## config.mk

```make
export PLATFORM = sky130hd
export DESIGN_NAME = wifi_ie_security_classifier_unit
export DESIGN_NICKNAME = d
export VERILOG_FILES = /design/src/hdl/wifisec_pkg.sv /design/src/hdl/wifisec_parser.sv /design/src/hdl/wifisec_classify.sv /design/src/hdl/wifi_ie_security_classifier_unit.sv
export SDC_FILE = /design/constraint.sdc
export NUM_CORES = 1
export LEC_CHECK = 0
export BUFFER_PORTS_ARGS = -buffer_cell sky130_fd_sc_hd__buf_2
export CAP_MARGIN = 10
export CORE_UTILIZATION = 58
export CTS_CLUSTER_SIZE = 20
export DETAILED_ROUTE_END_ITERATION = 8
export GPL_TIMING_DRIVEN = 0
export MAX_ROUTING_LAYER = met4
export PLACE_DENSITY_LB_ADDON = 0.12
export SLEW_MARGIN = 20
export SYNTH_ARGS = -nofsm -noshare
export SYNTH_HDL_FRONTEND = slang
export SYNTH_SLANG_ARGS = --single-unit
```

## constraint.sdc

```tcl
create_clock -name aclk -period 3.65 [get_ports aclk]
set_input_delay 0.365 -clock aclk [delete_from_list [all_inputs] [get_ports aclk]]
set_output_delay 0.365 -clock aclk [all_outputs]
set_load 0.1 [all_outputs]
```

## src/hdl/wifisec_pkg.sv

```systemverilog
// Shared types and constants for the beacon information element security classifier.
// No dependencies; imported by every module in hdl/.
package wifisec_pkg;

    localparam logic [7:0]  IE_RSN      = 8'd48;
    localparam logic [7:0]  IE_VENDOR   = 8'd221;
    localparam logic [7:0]  MIN_RSN_LEN = 8'd18;
    localparam logic [31:0] SAE_WINDOW  = 32'h000F_AC08;
    localparam logic [31:0] WPA1_PREFIX = 32'h0050_F201;
    localparam logic [7:0]  WIN_START   = 8'd3;

    localparam int FLG_RSN  = 0;
    localparam int FLG_WPA  = 1;
    localparam int FLG_WPA3 = 2;

    localparam int M_WEP  = 0;
    localparam int M_WPA  = 1;
    localparam int M_WPA2 = 2;
    localparam int M_WPA3 = 3;

    typedef enum logic [2:0] {
        PH_ID   = 3'b001,
        PH_LEN  = 3'b010,
        PH_DATA = 3'b100
    } phase_t;

    typedef enum logic [2:0] {
        CLS_OPEN     = 3'd0,
        CLS_WEP      = 3'd1,
        CLS_WPA      = 3'd2,
        CLS_WPA2     = 3'd3,
        CLS_AUTO     = 3'd4,
        CLS_UNLISTED = 3'd5
    } sec_class_t;

    typedef struct packed {
        logic       privacy_bit;
        logic       last_item;
        logic       first_item;
        logic       byte_present;
        logic [7:0] ie_byte;
    } ie_item_t;

    typedef struct packed {
        logic wpa3;
        logic wpa;
        logic rsn;
    } ie_flags_t;

endpackage

```

## src/hdl/wifisec_parser.sv

```systemverilog
// Element walker: id / length / data state and the pending and committed security flags.
// Depends on wifisec_pkg.
module wifisec_parser import wifisec_pkg::*; (
    input  logic      aclk,
    input  logic      aresetn,
    input  logic      step,
    input  ie_item_t  item,
    output ie_flags_t flags_out
);

    phase_t      phase_reg, phase_next, phase_b;
    logic [7:0]  id_reg, id_next, id_b;
    logic [7:0]  len_reg, len_next, len_b;
    logic [7:0]  ofs_reg, ofs_next, ofs_b;
    logic [23:0] recent_reg, recent_next, recent_b;
    logic [2:0]  pend_reg, pend_next, pend_b;
    logic [2:0]  comm_reg, comm_next, comm_b;
    logic [31:0] win;
    logic [7:0]  ofs_inc;

    always_comb begin
        phase_b  = item.first_item ? PH_ID : phase_reg;
        id_b     = item.first_item ? 8'd0  : id_reg;
        len_b    = item.first_item ? 8'd0  : len_reg;
        ofs_b    = item.first_item ? 8'd0  : ofs_reg;
        recent_b = item.first_item ? 24'd0 : recent_reg;
        pend_b   = item.first_item ? 3'd0  : pend_reg;
        comm_b   = item.first_item ? 3'd0  : comm_reg;

        win     = {recent_b, item.ie_byte};
        ofs_inc = ofs_b + 8'd1;

        phase_next  = phase_b;
        id_next     = id_b;
        len_next    = len_b;
        ofs_next    = ofs_b;
        recent_next = recent_b;
        pend_next   = pend_b;
        comm_next   = comm_b;

        if (item.byte_present) begin
            unique case (phase_b)
                PH_LEN: begin
                    len_next    = item.ie_byte;
                    ofs_next    = 8'd0;
                    recent_next = 24'd0;
                    pend_next   = {2'b00, id_b == IE_RSN};
                    if (item.ie_byte == 8'd0) begin
                        comm_next  = comm_b | pend_next;
                        pend_next  = 3'd0;
                        phase_next = PH_ID;
                    end else begin
                        phase_next = PH_DATA;
                    end
                end
                PH_DATA: begin
                    if (ofs_b >= WIN_START) begin
                        if (id_b == IE_RSN && len_b >= MIN_RSN_LEN && win == SAE_WINDOW)
                            pend_next[FLG_WPA3] = 1'b1;
                        if (ofs_b == WIN_START && id_b == IE_VENDOR && win == WPA1_PREFIX)
                            pend_next[FLG_WPA] = 1'b1;
                    end
                    recent_next = win[23:0];
                    ofs_next    = ofs_inc;
                    if (ofs_inc == len_b) begin
                        comm_next  = comm_b | pend_next;
                        pend_next  = 3'd0;
                        phase_next = PH_ID;
                    end
                end
                default: begin
                    id_next    = item.ie_byte;
                    phase_next = PH_LEN;
                end
            endcase
        end

        flags_out.rsn  = comm_next[FLG_RSN];
        flags_out.wpa  = comm_next[FLG_WPA];
        flags_out.wpa3 = comm_next[FLG_WPA3];

        if (item.last_item) begin
            phase_next  = PH_ID;
            id_next     = 8'd0;
            len_next    = 8'd0;
            ofs_next    = 8'd0;
            recent_next = 24'd0;
            pend_next   = 3'd0;
            comm_next   = 3'd0;
        end
    end

    always_ff @(posedge aclk) begin
        if (!aresetn) begin
            phase_reg  <= PH_ID;
            id_reg     <= 8'd0;
            len_reg    <= 8'd0;
            ofs_reg    <= 8'd0;
            recent_reg <= 24'd0;
            pend_reg   <= 3'd0;
            comm_reg   <= 3'd0;
        end else if (step) begin
            phase_reg  <= phase_next;
            id_reg     <= id_next;
            len_reg    <= len_next;
            ofs_reg    <= ofs_next;
            recent_reg <= recent_next;
            pend_reg   <= pend_next;
            comm_reg   <= comm_next;
        end
    end

endmodule

```

## src/hdl/wifisec_classify.sv

```systemverilog
// Security mask and class code from the committed flags, held in the result register.
// Depends on wifisec_pkg.
module wifisec_classify import wifisec_pkg::*; (
    input  logic        aclk,
    input  logic        aresetn,
    input  logic        load,
    input  logic        privacy_bit,
    input  ie_flags_t   flags,
    output logic        out_free,
    output logic        m_tvalid,
    input  logic        m_tready,
    output logic [15:0] m_tdata     // auth_mask[3:0], security_class[6:4], rsn_found[7],
                                    // wpa_found[8], zero [15:9]
);

    logic        m_tvalid_reg, m_tvalid_next;
    logic [8:0]  res_reg, res_next;
    logic [3:0]  mask;
    sec_class_t  cls;

    always_comb begin
        mask = 4'd0;
        mask[M_WPA3] = flags.wpa3;
        if (privacy_bit) begin
            mask[M_WEP]  = !flags.rsn && !flags.wpa;
            mask[M_WPA]  = flags.wpa;
            mask[M_WPA2] = flags.rsn && !flags.wpa3;
        end
        unique case (mask)
            4'b0000: cls = CLS_OPEN;
            4'b0001: cls = CLS_WEP;
            4'b0010: cls = CLS_WPA;
            4'b0100: cls = CLS_WPA2;
            4'b0110: cls = CLS_AUTO;
            4'b1000: cls = CLS_AUTO;
            default: cls = CLS_UNLISTED;
        endcase
    end

    assign out_free      = !m_tvalid_reg || m_tready;
    assign m_tvalid_next = load || (m_tvalid_reg && !m_tready);
    assign res_next      = {flags.wpa, flags.rsn, cls, mask};

    always_ff @(posedge aclk) begin
        if (!aresetn) begin
            m_tvalid_reg <= 1'b0;
        end else begin
            m_tvalid_reg <= m_tvalid_next;
        end
    end

    always_ff @(posedge aclk) begin
        if (load) begin
            res_reg <= res_next;
        end
    end

    assign m_tvalid = m_tvalid_reg;
    assign m_tdata  = {7'd0, res_reg};

endmodule

```

## src/hdl/wifi_ie_security_classifier_unit.sv

```systemverilog
// Top level of the beacon information element security classifier: input register,
// element walker and result register. Depends on wifisec_pkg, wifisec_parser, wifisec_classify.
//
// Takes one information element area byte per beat and walks its id / length / data
// records; the beat with tlast set yields one result beat with the security mask, class
// code and RSN / WPA flags. One beat is accepted every cycle unless a tlast beat waits in the
// input register for the result register to be taken. A beat is parsed against the element
// state while it sits in the input register, and a tlast beat's result is loaded into the
// result register when that beat steps, after which m_tvalid is raised. The result register
// stalls only tlast beats; other beats keep flowing while a result waits.
module wifi_ie_security_classifier_unit import wifisec_pkg::*; (
    input  logic        aclk,
    input  logic        aresetn,
    input  logic        s_tvalid,
    output logic        s_tready,
    input  logic [15:0] s_tdata,    // ie_byte[7:0], privacy_bit[8], zero [15:9]
    input  logic        s_tlast,    // last_item
    input  logic [1:0]  s_tuser,    // byte_present[0], first_item[1]
    output logic        m_tvalid,
    input  logic        m_tready,
    output logic [15:0] m_tdata     // auth_mask[3:0], security_class[6:4], rsn_found[7],
                                    // wpa_found[8], zero [15:9]
);

    logic      in_valid_reg, in_valid_next;
    ie_item_t  in_item_reg, in_item_next;
    logic      out_free;
    logic      step;
    ie_flags_t flags;

    assign step     = in_valid_reg && (!in_item_reg.last_item || out_free);
    assign s_tready = !in_valid_reg || step;

    assign in_valid_next = s_tvalid || (in_valid_reg && !step);

    always_comb begin
        in_item_next.ie_byte      = s_tdata[7:0];
        in_item_next.privacy_bit  = s_tdata[8];
        in_item_next.last_item    = s_tlast;
        in_item_next.byte_present = s_tuser[0];
        in_item_next.first_item   = s_tuser[1];
    end

    always_ff @(posedge aclk) begin
        if (!aresetn) begin
            in_valid_reg <= 1'b0;
        end else if (s_tready) begin
            in_valid_reg <= in_valid_next;
        end
    end

    always_ff @(posedge aclk) begin
        if (s_tvalid && s_tready) begin
            in_item_reg <= in_item_next;
        end
    end

    wifisec_parser u_parser (
        .aclk      (aclk),
        .aresetn   (aresetn),
        .step      (step),
        .item      (in_item_reg),
        .flags_out (flags)
    );

    wifisec_classify u_classify (
        .aclk        (aclk),
        .aresetn     (aresetn),
        .load        (step && in_item_reg.last_item),
        .privacy_bit (in_item_reg.privacy_bit),
        .flags       (flags),
        .out_free    (out_free),
        .m_tvalid    (m_tvalid),
        .m_tready    (m_tready),
        .m_tdata     (m_tdata)
    );

endmodule

```

==> results.py, run 1 <==
metrics = {
    "pwr": {
        "p_per_area_nw_per_um2": 408,
        "ir_drop_mv": 0.330,
        "total_leakage_power_nw": 1.47,
        "report.power.total_mw": 1.75,
    },
    "drt": {
        "dr.pass1.iters": 5,
        "first_iter_violations": 248,
        "detail-route-antenna-nets": 0,
        "routedLengthMet1_mm": 4.13,
        "wl_met2_mm": 4.35,
        "num_vias": 3304,
        "routed_wl_mm": 9.59,
        "routedWlPerCell_um": 18.5,
        "drc": 0,
        "top_layer": "met4",
        "wl_met3_um": 850,
        "vias_per_cell": 6.39,
    },
    "final_layout": {
        "final_common_cell": "dfxtp_1",
        "area_delta_synth_final_pct": 12.1,
        "drive_gt1_share_pct": 13.2,
        "nets": 459,
        "antennaDiodeCount": 0,
        "final_cell_mix": "dfxtp_1 (59), nor2b_1 (58), a22oi_1 (44)",
        "largest_reg_flops": 24,
    },
    "hold_path": {
        "hold_path_class": "input port to register",
        "min_to": "in_item_reg[7]",
        "hp-start": "s_tdata[7]",
        "holdPathStages": 1,
    },
    "timing": {
        "max_slew_margin_pct": 32.3,
        "slew_violations": 0,
        "hold_viol_final": 0,
        "rsz0062_at_grt": "false",
        "fin_crit_sh_pct": 91.3,
        "period_minus_slack_ns": 3.33,
        "worstMarginPinSlew_ns": 1.01,
        "final-setup-viol-count": 0,
        "fin_skew_ns": 0.0133,
        "max_freq_mhz": 300,
        "fin_tns_setup_ns": 0,
    },
    "yosys": {
        "syn_inst": 393,
        "syn_avg_cell_area_um2": 9.74,
        "synth_seq_cells": 80,
        "ys.flop_type": "dfxtp_1",
        "ys_types": 60,
        "synthArstFlopShare_pct": 0,
        "synth_edf_count": 21,
        "syn_area_um2": 3830,
        "yosysWarnings": 0,
        "ys_seq_area_share_pct": 47.4,
    },
    "place": {
        "gp_congestion": 0.920,
        "dp_hpwl_mm": 6.76,
        "io_buffer_count": 25,
    },
    "job": {
        "maxCapViolCount": 0,
    },
    "grt": {
        "grt_pass1_vias": 3154,
        "grt_pass1_wl_mm": 15.4,
        "overflow": 0,
        "grt_max_degree": 15,
        "track_usage_pct": 29.5,
        "antenna_found_initial": 0,
    },
    "setup_path": {
        "startpoint_type": "register",
        "crit_path_end_kind": "register",
        "critPathMaxFanout": 10,
        "reg2reg_depth": 11,
        "worst-setup-path-type": "register to register",
        "r2r_start": "in_item_reg[9]",
        "critPathArrivalTime_ns": 3.46,
        "required_ns": 3.78,
        "r2r_setup_slack_ns": 0.32,
        "timing.rr.end": "u_classify.res_reg[4]",
    },
    "clock_tree": {
        "cts.reportedPaths.clkPinSlew_ns": 0.09,
        "htreeDepth": 3,
        "root_buffer": "clkbuf_8",
        "cts_tree": "yes",
        "clk_path_buf_depth": 2,
        "worstSkewPairLatency_ns": 0.36,
        "cts_buffers": 9,
        "cts_sinks": 80,
        "cts_hold_buf": 0,
    },
    "floorplanning": {
        "start_util_pct": 60.3,
        "die_x_um": 83.2,
        "num_io_pins": 41,
        "fp.dieH_um": 83.2,
        "die-area_um2": 6930,
        "fp.coreArea_um2": 6350,
        "fp-row-count": 29,
    },
    "status": {
        "outcome": "finished, final reports clean",
    },
}
-- cells in the mapped netlist, types with 6 or more instances --
cell	instances	share of area, %
a21oi_1	11	1.4
a22oi_1	44	8.6
and2_1	6	0.98
buf_4	8	1.6
clkbuf_1	16	1.6
dfxtp_1	59	31
edfxtp_1	21	16
inv_1	8	0.78
nand2_1	24	2.4
nand3_1	10	1.3
nor2_1	19	1.9
nor2b_1	58	9.5
o21ai_0	12	1.6
-- critical path, cell delays in order (launching register included) --
cell and delay (ns):
edfxtp_1 0.55, clkbuf_2 0.28, nor2b_1 0.22, ha_1 0.21
clkbuf_2 0.26, nand3_1 0.18, xnor2_1 0.24, a2111oi_1 0.34
o311ai_1 0.20, a21o_1 0.25, a21o_1 0.21, o21a_1 0.16
-- final cells by class --
| class | instances | area [um2] |
|---|---|---|
| multi-input combinational | 285 | 1880 |
| clock inverter | 4 | 31.3 |
| sequential | 80 | 1810 |
| fill | 524 | 2060 |
| buffer | 25 | 128 |
| inverter | 9 | 33.8 |
| timing repair buffer | 25 | 125 |
| tap | 77 | 96.3 |
| clock buffer | 12 | 178 |
-- power breakdown --
group          switching, mW  total [mW]  internal (mW)  leakage (nW)
Combinational         0.0986       0.132         0.0335         0.681
Sequential            0.0173       0.941          0.923         0.678
Clock                  0.343       0.679          0.336         0.108
Total                  0.459        1.75           1.29          1.47
-- cell families (layout without fill, tap and decap cells) --
group / count (synthesis) / count (layout) / share of synthesized area, %
AND/OR/NAND/NOR: 153 / 153 / 22.9
AO/OA/AOI/OAI: 115 / 115 / 23.2
flip-flops: 80 / 80 / 47.4
buffers and inverters: 34 / 75 / 4.15
XOR/XNOR: 9 / 9 / 2.06
adder cells (fa/ha/maj): 1 / 1 / 0.327
other: 1 / 7 / 0.0980
-- layer usage --
layer	vias to the layer above	track usage, %
met5	-	-
met4	0	11.3
met3	36	7.85
met2	181	46.0
met1	1557	36.8
li1	1530	-
-- metrics by stage --
stage / cells / cell area [um2] / hold WS (ns) / worst slack, ns / util (%)
after global placement: 501 / 4070 / 0.496 / 0.164 / 64.1
after floorplan: 399 / 3850 / 0.464 / 0.800 / -
after global routing: 517 / 4290 / 0.151 / 0.115 / 67.5
after CTS: 517 / 4280 / 0.161 / 0.114 / 67.4
final: 517 / 4290 / 0.174 / 0.318 / 67.5
after detailed placement: 501 / 4070 / 0.504 / 0.132 / 64.1
-- worst max path at each step --
| stage | endpoint | startpoint | slack [ns] |
|---|---|---|---|
| after detailed placement | u_classify.res_reg[4] | in_item_reg[9] | 0.13 |
| after global placement | u_classify.res_reg[4] | in_item_reg[9] | 0.16 |
| final | u_classify.res_reg[4] | in_item_reg[9] | 0.32 |
| after CTS | u_classify.res_reg[4] | in_item_reg[9] | 0.11 |
| after global routing | u_classify.res_reg[4] | in_item_reg[9] | 0.11 |
| after floorplan | u_classify.res_reg[4] | in_item_reg[9] | 0.80 |
-- repair_timing --
action / in CTS / in global routing
resized for setup: 0 / 4
setup endpoints to repair: 0 / 5
setup buffers: 0 / 0
Power figures use the tool's default switching activity.
==> run 2: changes to the inputs <==
- CELL_PAD_IN_SITES_DETAIL_PLACEMENT: not set -> 0
- CELL_PAD_IN_SITES_GLOBAL_PLACEMENT: not set -> 2
- CORE_UTILIZATION: 58 -> 37
==> run 2 against run 1 <==
- sequential share of layout area decreased by 0.75 points
- register-to-register slack improved by 0.04 ns
- sequential power about the same
- non-clock buffer count is 1 higher
- flip-flop and latch count stayed put
- critical path type unchanged
- highest routed layer unchanged
==> results.py, run 2 (synthesis gave the netlist of run 1 again) <==
metrics = {
    "status": {
        "outcome": "finished, final reports clean",
    },
    "timing": {
        "hold_viol_final": 0,
        "fin_skew_ns": 0.0128,
        "max_freq_mhz": 303,
        "rsz0062_at_grt": "false",
        "worstMarginPinSlew_ns": 1.04,
        "final-setup-viol-count": 0,
        "fin_tns_setup_ns": 0,
        "period_minus_slack_ns": 3.30,
        "fin_crit_sh_pct": 90.3,
        "slew_violations": 0,
        "max_slew_margin_pct": 30.2,
    },
    "job": {
        "maxCapViolCount": 0,
    },
    "place": {
        "io_buffer_count": 25,
        "placed_cell_area_um2": 4160,
        "gp_congestion": 0.827,
        "dp_hpwl_mm": 7.42,
    },
    "grt": {
        "overflow": 0,
        "track_usage_pct": 20.2,
        "grt_max_degree": 15,
        "grt_pass1_vias": 2952,
        "antenna_found_initial": 0,
        "grt_pass1_wl_mm": 16.2,
    },
    "final_layout": {
        "final_common_cell": "dfxtp_1",
        "antennaDiodeCount": 0,
        "area_delta_synth_final_pct": 14.1,
        "drive_gt1_share_pct": 13.4,
        "largest_reg_flops": 24,
        "nets": 460,
        "finalCoreUtilization_pct": 44.1,
        "final_cell_mix": "dfxtp_1 (59), nor2b_1 (58), a22oi_1 (44)",
        "fin_area_um2": 4370,
    },
    "clock_tree": {
        "cts_sinks": 80,
        "cts_buffers": 9,
        "clk_path_buf_depth": 2,
        "root_buffer": "clkbuf_8",
        "cts_tree": "yes",
        "htreeDepth": 3,
        "worstSkewPairLatency_ns": 0.36,
        "cts.reportedPaths.clkPinSlew_ns": 0.08,
        "cts_hold_buf": 0,
    },
    "drt": {
        "vias_per_cell": 5.50,
        "detail-route-antenna-nets": 0,
        "routedWlPerCell_um": 17.7,
        "num_vias": 3155,
        "drc": 0,
        "routed_wl_mm": 10.1,
        "dr.pass1.iters": 5,
        "first_iter_violations": 178,
    },
    "hold_path": {
        "hp-start": "s_tdata[0]",
        "hold_path_class": "input port to register",
    },
    "floorplanning": {
        "fp.coreArea_um2": 9910,
        "num_io_pins": 41,
        "fp.dieH_um": 104,
        "die-area_um2": 10800,
        "start_util_pct": 38.6,
        "fp-row-count": 36,
        "die_x_um": 104,
    },
    "setup_path": {
        "required_ns": 3.77,
        "r2r_start": "in_item_reg[9]",
        "crit_start": "in_item_reg[9]",
        "worst-setup-path-type": "register to register",
        "critPathArrivalTime_ns": 3.41,
        "crit_path_end_kind": "register",
        "critPathMaxFanout": 10,
        "startpoint_type": "register",
    },
    "pwr": {
        "p_per_area_nw_per_um2": 404,
        "total_leakage_power_nw": 1.47,
        "ir_drop_mv": 0.215,
    },
}
## run 2: cell count changes in the layout (fill, tap and decap cells not counted)
cell,before,now
clkinvlp_4,0,1
inv_6,2,1
clkinv_1,1,2
clkinv_2,1,0
clkbuf_1,15,14
clkbuf_16,2,0
clkbuf_8,9,10
clkinv_4,1,2
bufinv_16,0,1
buf_6,0,1
## run 2: through the flow
| stage | power, mW | instances | hold slack (ns) | setup WS (ns) |
|---|---|---|---|---|
| floorplan | 1.06 | 399 | 0.464 | 0.800 |
| finish | 1.76 | 574 | 0.178 | 0.354 |
| global route | 1.82 | 574 | 0.146 | 0.137 |
| CTS | 1.78 | 574 | 0.155 | 0.0234 |
| global placement | 1.09 | 557 | 0.495 | 0.00661 |
| detailed placement | 1.09 | 558 | 0.498 | 0.0489 |
## run 2: path summary, 6_finish.rpt
kind	end	slack [ns]	cells past startpoint
setup / recovery	u_classify.res_reg[4]	0.35	11
hold / removal	in_item_reg[0]	0.18	1
setup reg to reg	u_classify.res_reg[4]	0.35	11
hold reg to reg	u_parser.phase_reg[2]	0.51	2
## run 2: where the power goes
part | switching (mW) | leakage (nW) | total [mW] | internal, mW
clock | 0.351 | 0.101 | 0.688 | 0.337
combinational | 0.0998 | 0.687 | 0.134 | 0.0346
sequential | 0.0162 | 0.678 | 0.939 | 0.923
## run 2: final cells by class
class / count / area (um2)
clock inverters: 6 / 67.6
plain buffers: 25 / 128
clock buffers: 10 / 138
well taps: 133 / 166
flip-flops and latches: 80 / 1810
inverters: 9 / 33.8
repair buffers: 26 / 136
multi-input cells: 285 / 1880
fillers: 1001 / 5540
## run 2: metal layers
metal  vias to the layer above  global-route usage [%]  part of all wire, %
met5                         -                       -                    0
met3                        16                    4.03                  4.7
met1                      1524                    26.3                   49
met4                         0                    8.88                  2.1
li1                       1539                       -                    -
met2                        76                    30.4                   45
## run 2: repair_timing
item / 4_1_cts / 5_1_grt
endpoints found under the setup margin: 0 / 5
resized for setup: 0 / 4
buffers inserted: 0 / 0
## run 2: worst max-delay path, stage by stage (launching register included)
cell       delay (ns)
edfxtp_1         0.54
clkbuf_2         0.29
nor2b_1          0.20
ha_1             0.20
clkbuf_2         0.25
nand3_1          0.17
xnor2_1          0.23
a2111oi_1        0.36
o311ai_1         0.21
a21o_1           0.24
a21o_1           0.19
o21a_1           0.17
==> run 3: changes to the inputs <==
- ABC_AREA: not set -> 1
- CORE_UTILIZATION: 37 -> 34
- MAX_ROUTING_LAYER: met4 -> not set
==> run 3 against run 2 <==
- final cell count is 47% higher
- clock-buffer cell count is 3 higher
- combinational power grew 27%
- sequential share of layout area is 5.8 points lower
- core utilization down 3.7 points
- register-to-register slack better by 0.02 ns
- critical endpoint unchanged
==> results.py, run 3 <==
metrics = {
    "timing": {
        "max_slew_margin_pct": 50.1,
        "rsz0062_at_grt": "false",
        "hold_viol_final": 0,
        "fin_skew_ns": 0.00631,
        "final-setup-viol-count": 0,
        "slew_violations": 0,
        "fin_crit_sh_pct": 89.6,
        "max_freq_mhz": 306,
        "fin_tns_setup_ns": 0,
        "worstMarginPinSlew_ns": 0.742,
        "period_minus_slack_ns": 3.27,
    },
    "clock_tree": {
        "cts-resized-gates": 0,
        "htreeDepth": 3,
        "worstSkewPairLatency_ns": 0.34,
        "cts_buffers": 9,
        "cts_sinks": 80,
        "clk_path_buf_depth": 2,
        "cts.reportedPaths.clkPinSlew_ns": 0.06,
        "root_buffer": "clkbuf_16",
        "cts_setup_buffers": 0,
        "cts_tree": "yes",
        "cts_hold_buf": 0,
    },
    "final_layout": {
        "area_delta_synth_final_pct": 15.8,
        "nets": 693,
        "drive_gt1_share_pct": 12.5,
        "final_common_cell": "nand2_1",
        "antennaDiodeCount": 0,
        "final.fill_count": 1382,
        "largest_reg_flops": 24,
        "fin_cells": 846,
        "finalCoreUtilization_pct": 40.4,
        "final_cell_mix": "nand2_1 (178), dfxtp_1 (59), inv_1 (58)",
    },
    "job": {
        "maxCapViolCount": 0,
    },
    "yosys": {
        "syn_avg_cell_area_um2": 7.00,
        "synth_seq_cells": 80,
        "synth_common_cells": "nand2_1 (178), dfxtp_1 (59), inv_1 (58)",
        "synth_most_common_cell": "nand2_1",
        "synthTopCellsByArea": "dfxtp_1 (27%), nand2_1 (15%), edfxtp_1 (14%)",
        "synthArstFlopShare_pct": 0,
        "yosysWarnings": 0,
        "ys_types": 43,
        "ys.flop_type": "dfxtp_1",
        "synth_top_area_share_pct": 27.0,
        "syn_area_um2": 4380,
        "synth_edf_count": 21,
        "synth_top_area_cell": "dfxtp_1",
        "syn_inst": 626,
        "ys_seq_area_share_pct": 41.3,
    },
    "drt": {
        "vias_per_cell": 5.22,
        "detail-route-antenna-nets": 0,
        "first_iter_violations": 307,
        "dr.pass1.iters": 5,
        "drc": 0,
        "num_vias": 4413,
        "routedWlPerCell_um": 17.3,
        "routed_wl_mm": 14.7,
    },
    "status": {
        "outcome": "finished, final reports clean",
    },
    "setup_path": {
        "cpLargestDelayFamily": "simple AND/OR/NAND/NOR gates",
        "cpMostUsedCell": "nand2_1",
        "critPathMaxFanout": 10,
        "worst-setup-path-type": "register to register",
        "critical_path.max_stage_delay_ns": 0.55,
        "cp_cell_sequence": "buf_2, nor2_1, ha_1, nand3_1, nor2_1, nand2_1, nand2_1, nand2_1, nand2_1, nand2_1, nor2_1, nand2_1, nor2_1, nand2_1, nand2_2, inv_2, nor2_1, nor2_1",
        "critPathArrivalTime_ns": 3.37,
        "required_ns": 3.75,
        "crit_path_end_kind": "register",
        "crit_slowest_cell": "edfxtp_1",
        "critPathBufInv": 2,
        "startpoint_type": "register",
    },
    "pwr": {
        "p_per_area_nw_per_um2": 419,
        "total_leakage_power_nw": 2.02,
        "report.power.total_mw": 2.13,
        "ir_drop_mv": 0.253,
    },
    "floorplanning": {
        "die_x_um": 116,
        "fp.coreArea_um2": 12600,
        "fp-row-count": 41,
        "start_util_pct": 34.9,
        "fp.dieH_um": 116,
        "die-area_um2": 13300,
        "num_io_pins": 41,
    },
    "hold_path": {
        "hold_path_class": "input port to register",
    },
    "grt": {
        "grt_max_degree": 14,
        "track_usage_pct": 23.5,
        "overflow": 0,
        "grt_pass1_vias": 4045,
        "antenna_found_initial": 0,
        "grt_pass1_wl_mm": 22.8,
    },
    "place": {
        "gp_congestion": 0.795,
        "io_buffer_count": 26,
        "dp_cells": 830,
        "dp_hpwl_mm": 10.7,
    },
}
-- run 3: changes by cell type in the layout (fill, tap and decap cells not counted), sizes merged, moves of 10 or more --
cell	before	now
a21oi	11	55
a22oi	44	4
buf	35	45
inv	9	67
nand2	24	184
nand3	10	50
nor2	19	47
nor2b	58	0
o211ai	1	12
o21ai	14	38
-- run 3: worst paths after layout --
path	slack, ns	from	end	cells after the start
worst max-delay path	0.38	in_item_reg[9]	u_classify.res_reg[4]	18
worst min-delay path	0.19	s_tlast	in_item_reg[10]	1
worst max register to register	0.38	in_item_reg[9]	u_classify.res_reg[4]	18
worst min register to register	0.46	u_parser.len_reg[7]	u_parser.len_reg[7]	2
-- run 3: final cells by class --
| cell class | count | area (um2) | area share [%] |
|---|---|---|---|
| sequential | 80 | 1810 | 35.7 |
| inverter | 68 | 258 | 5.08 |
| multi-input combinational | 448 | 2140 | 42.1 |
| clock buffer | 13 | 260 | 5.13 |
| timing repair buffer | 26 | 130 | 2.56 |
| clock inverter | 3 | 65.1 | 1.28 |
| buffer | 36 | 196 | 3.87 |
| tap | 172 | 215 | 4.24 |
-- run 3: layer usage --
metal	share of wire, %	global-route usage, %	up-vias
li1	-	-	2154
met1	47	32.4	2077
met2	45	37.2	155
met3	5.6	4.08	27
met4	2.4	8.23	0
met5	0	0	-
-- run 3: stage by stage --
| stage | cell area, um2 | setup slack (ns) | hold WS (ns) |
|---|---|---|---|
| 6_report | 5070 | 0.378 | 0.194 |
| 5_1_grt | 5070 | 0.0145 | 0.182 |
| 4_1_cts | 5070 | 0.356 | 0.183 |
| 3_5_place_dp | 4750 | 0.363 | 0.456 |
| 3_3_place_gp | 4750 | 0.387 | 0.452 |
| 2_1_floorplan | 4400 | 0.954 | 0.445 |
-- run 3: cell families after synthesis --
group                    Yosys count  share of synthesized area [%]
AO/OA/AOI/OAI                    125                           16.3
adder cells (fa/ha/maj)            1                          0.286
buffers and inverters            104                           10.4
flip-flops                        80                           41.3
other                              1                         0.0856
AND/OR/NAND/NOR                  315                           31.6
-- run 3: power breakdown --
| group | switching [mW] | leakage [nW] | internal [mW] | total [mW] |
|---|---|---|---|---|
| Clock | 0.378 | 0.160 | 0.637 | 1.02 |
| Combinational | 0.137 | 1.18 | 0.0332 | 0.170 |
| Sequential | 0.0174 | 0.678 | 0.926 | 0.943 |
| Total | 0.533 | 2.02 | 1.60 | 2.13 |
